===== src/sv/ptm_pkg.sv =====
// Package with the request, result, command and status types of the page table mapper.
package ptm_pkg;

	localparam int unsigned IDX_W   = 9;
	localparam int unsigned OFS_W   = 12;
	localparam logic        REQ_ALLOC = 1'b0;
	localparam logic        REQ_MAP   = 1'b1;
	localparam logic        ST_OK     = 1'b0;
	localparam logic        ST_FAIL   = 1'b1;
	localparam logic [OFS_W-1:0] PTE_PW = 12'h003;

	typedef struct packed {
		logic        req_type;
		logic [47:0] vaddr;
		logic [63:0] paddr;
		logic [63:0] flags;
	} in_t;

	typedef struct packed {
		logic        status;
		logic [23:0] frame_addr;
	} out_t;

	typedef enum logic [2:0] {
		S_CLEAR,
		S_IDLE,
		S_ALLOC,
		S_RD,
		S_CHK,
		S_LEAF,
		S_DONE
	} state_t;

	typedef struct packed {
		logic clr_step;
		logic load_req;
		logic rd;
		logic take_entry;
		logic alloc_table;
		logic alloc_frame;
		logic write_leaf;
		logic set_result;
		logic res_status;
		logic res_frame;
		logic out_load;
	} cmd_t;

	typedef struct packed {
		logic clr_last;
		logic present;
		logic in_range;
		logic full;
		logic last_level;
		logic req_map;
		logic out_busy;
	} sts_t;

endpackage


===== src/sv/ptm_ctrl.sv =====
// Controller state machine of the page table mapper.
module ptm_ctrl import ptm_pkg::*; (
	input  logic   clk,
	input  logic   arst_n,
	input  logic   in_fire,
	input  sts_t   sts,
	output cmd_t   cmd,
	output logic   idle
);

	state_t state_q, state_d;

	always_ff @(posedge clk or negedge arst_n) begin
		if (!arst_n) begin
			state_q <= S_CLEAR;
		end else begin
			state_q <= state_d;
		end
	end

	always_comb begin
		state_d = state_q;
		case (state_q)
			S_CLEAR: if (sts.clr_last) state_d = S_IDLE;
			S_IDLE:  if (in_fire) state_d = S_ALLOC;
			S_ALLOC: state_d = sts.req_map ? S_RD : S_DONE;
			S_RD:    state_d = S_CHK;
			S_CHK: begin
				if (sts.present ? !sts.in_range : sts.full) begin
					state_d = S_DONE;
				end else if (sts.last_level) begin
					state_d = S_LEAF;
				end else begin
					state_d = S_RD;
				end
			end
			S_LEAF:  state_d = S_DONE;
			S_DONE:  if (!sts.out_busy) state_d = S_IDLE;
			default: state_d = S_IDLE;
		endcase
	end

	always_comb begin
		cmd  = '0;
		idle = 1'b0;
		case (state_q)
			S_CLEAR: cmd.clr_step = 1'b1;
			S_IDLE: begin
				idle         = 1'b1;
				cmd.load_req = in_fire;
			end
			S_ALLOC: begin
				if (!sts.req_map) begin
					cmd.set_result  = 1'b1;
					cmd.res_status  = sts.full;
					cmd.res_frame   = !sts.full;
					cmd.alloc_frame = !sts.full;
				end
			end
			S_RD: cmd.rd = 1'b1;
			S_CHK: begin
				if (sts.present) begin
					if (sts.in_range) begin
						cmd.take_entry = 1'b1;
					end else begin
						cmd.set_result = 1'b1;
						cmd.res_status = ST_FAIL;
					end
				end else if (sts.full) begin
					cmd.set_result = 1'b1;
					cmd.res_status = ST_FAIL;
				end else begin
					cmd.alloc_table = 1'b1;
				end
			end
			S_LEAF: begin
				cmd.write_leaf = 1'b1;
				cmd.set_result = 1'b1;
				cmd.res_status = ST_OK;
			end
			S_DONE: cmd.out_load = !sts.out_busy;
			default: ;
		endcase
	end

endmodule


===== config.mk =====
export PLATFORM = sky130hd
export DESIGN_NAME = ptm_ctrl
export DESIGN_NICKNAME = d
export VERILOG_FILES = /design/src/sv/ptm_pkg.sv /design/src/sv/ptm_ctrl.sv
export SDC_FILE = /design/constraint.sdc
export NUM_CORES = 1
export LEC_CHECK = 0
export BUFFER_PORTS_ARGS = -buffer_cell sky130_fd_sc_hd__buf_2
export CAP_MARGIN = 20
export CORE_AREA = 2 2 39 41
export CTS_CLUSTER_SIZE = 30
export DETAILED_ROUTE_END_ITERATION = 10
export DIE_AREA = 0 0 41 43
export HOLD_SLACK_MARGIN = 0.15
export PLACE_DENSITY = 0.58
export SLEW_MARGIN = 20
export SYNTH_ARGS = -nofsm -noshare
export SYNTH_HDL_FRONTEND = slang
export SYNTH_SLANG_ARGS = --single-unit

===== constraint.sdc =====
create_clock -name clk -period 1.69 [get_ports clk]
set_input_delay 0.2535 -clock clk [delete_from_list [all_inputs] [get_ports clk]]
set_output_delay 0.2535 -clock clk [all_outputs]
set_load 0.05 [all_outputs]

==> results.toml <==
[die]
rows = 14
coreArea_um2 = 1380
dieArea_um2 = 1760
start_util_pct = 24.8
die_h_um = 43
pin_count = 22
die_w_um = 41

[timing]
final_max_slew_viol_count = 0
max_freq_ghz = 0.609
setup_ws_ns = 0.0493
finalCritPeriodShare_pct = 97.1
hold_violations = 0
setup_viol = 0
worstMarginPinSlew_ns = 0.271
finClkSkew_ns = 0.000646
fin_crit_ns = 1.64
timing.slew.headroom_pct = 81.9
rsz0062_at_grt = "no"

[route]
vias = 466
first_pass_iters = 2
postRouteAntennaNets = 0
vias_per_cell = 5.07
drt_iter0_drc = 2
drc_errors = 0
routed_wl_mm = 1.15
wl_per_cell_um = 12.5

[layout]
seqCellArea_um2 = 78.8
largest_reg_flops = 3
largest-register = "state_q"
drive_gt1_share_pct = 55.3
final_util_pct = 43.9
n_antenna_cell = 0
multi_input_area_um2 = 300
fillers = 150
final_common_cell = "buf_2"
final_cells = 92
final_cell_mix = "15 x buf_2, 11 x buf_4, 4 x a21oi_1, 4 x nor3_1"
synthToLayoutAreaGrowth_pct = 77.4
nNetsFinal = 87
largestRegisters = "state_q: 3 flops"

[yosys]
synth_area_um2 = 343
synth_flop_cell = "dfrtp_1"
synth_nets = 58
netlist_instances = 48
yosysUniqueCellTypes = 25
async_flop_share_pct = 100
syn_area_per_cell_um2 = 7.14
yosysWarnings = 0
synth_seq_cells = 3
yosysSeqAreaShare_pct = 21.9
synth_edf_count = 0

[cts]
clk-insertion-delay-late_ns = 0.23
cts_root_buffer = "clkbuf_4"
clkSlewWorstSetupHoldPaths_ns = 0.04
clockBufferDepth = 2
h-tree-depth = 1
cts_sinks = 3
cts_buffers = 3
tritoncts = "done"

[placed_design]
dp_hpwl_um = 874
preCtsSetupSlack_ns = 0.139
port_buffers = 21
place.gp.congestion = 0.768
dp.cells = 85

[worst_setup_path]
ff2ff_setup_slack_ns = 0.23
crit_path_end_kind = "output pin"
cp.required_ns = 1.44
cp_max_fo = 9
critPathLaunchType = "flip-flop"
crit_type = "flip-flop to output pin"
worst_ep_arrival_time_ns = 1.39

[global_routing]
first_global_vias = 412
grt_max_degree = 13
antenna_found_initial = 0
overflow = 0
grt_pass1_wl_mm = 1.79
grt_use_total_pct = 14.7

[min_path]
hp-class = "input port to flip-flop"

[status]
status = "complete, no violations"

[flow_run]
drv_cap = 0

[power]
irDropWorstVdd_v = 0.000779
p_clk_share_pct = 9.3
p_comb_share_pct = 73.4
p_int_uw = 564
sequentialPowerShare_pct = 17.3
p_sw_uw = 749
p_per_area_nw_per_um2 = 2160
leakage_nw = 0.266
finalPower_mw = 1.31
switching_share_pct = 57.0
[metal layers]
metal | wire, µm | global-route usage, % | vias to the layer above
li1 | - | - | 240
met1 | 541 | 19.5 | 209
met2 | 551 | 23.1 | 17
met3 | 59 | 0 | 0
met4 | 0 | 8.00 | 0
met5 | 0 | 0 | -
[kinds of logic after synthesis]
| logic type | share of synthesized area (%) |
|---|---|
| flops | 21.9 |
| buf+inv | 6.57 |
| simple gates | 40.9 |
| compound gates | 30.7 |
[worst paths after layout]
kind                                             start                      to  cells after the start
worst max-delay path            state_q[2]$_DFFE_PN0P_                  cmd[3]                      3
worst min-delay path                            sts[2]  state_q[1]$_DFFE_PN0P_                      3
worst max register to register  state_q[1]$_DFFE_PN0P_  state_q[0]$_DFFE_PN0P_                      3
worst min register to register  state_q[0]$_DFFE_PN0P_  state_q[0]$_DFFE_PN0P_                      2
max in group asynchronous                       arst_n  state_q[2]$_DFFE_PN0P_                      2
min in group asynchronous                       arst_n  state_q[0]$_DFFE_PN0P_                      2
[layout make-up]
class / instances / share of cell area (%)
repair buffers: 28 / 29.4
well taps: 16 / 3.29
multi-input cells: 40 / 49.4
flip-flops and latches: 3 / 13.0
inverters: 1 / 0.617
clock buffers: 4 / 4.32
[worst max-delay path, stage by stage (launching register included)]
cell      delay, ns
dfrtp_2        0.45
nand2b_2       0.25
o32ai_2        0.26
buf_6          0.20
[power groups by stage]
stage / clock network (mW) / logic (mW) / registers (mW)
after CTS: 0.126 / 0.912 / 0.230
after detailed placement: 0 / 0.875 / 0.219
after global routing: 0.134 / 1.04 / 0.238
after global placement: 0 / 0.870 / 0.218
after floorplan: 0 / 0.702 / 0.160
final: 0.122 / 0.963 / 0.227
[Yosys cell counts (2+ instances only)]
cell | instances | area, µm²
dfrtp_1 | 3 | 75.1
nand2b_1 | 4 | 25.0
a32oi_1 | 2 | 17.5
clkbuf_1 | 3 | 11.3
nor2_1 | 3 | 11.3
a21o_1 | 2 | 15.0
o31ai_1 | 2 | 15.0
a21oi_1 | 4 | 20.0
nand2_1 | 3 | 11.3
nor3_1 | 7 | 35.0
[through the flow]
stage	hold slack [ns]	instance area, µm²	setup TNS (ns)
finish	0.326	608	0
global route	0.344	608	0
CTS	0.322	579	0
detailed placement	0.0501	523	0
global placement	0.0497	523	0
floorplan	-0.0421	387	-1.82
[repair_timing]
action / in CTS / in global routing
hold endpoints to repair: 3 / 0
resized for setup: 9 / 6
setup endpoints to repair: 9 / 6
pin swaps: 0 / 0
buffers inserted: 0 / 2
gates cloned: 0 / 0
hold buffers: 1 / 0
(Power assumes the default switching activity.)
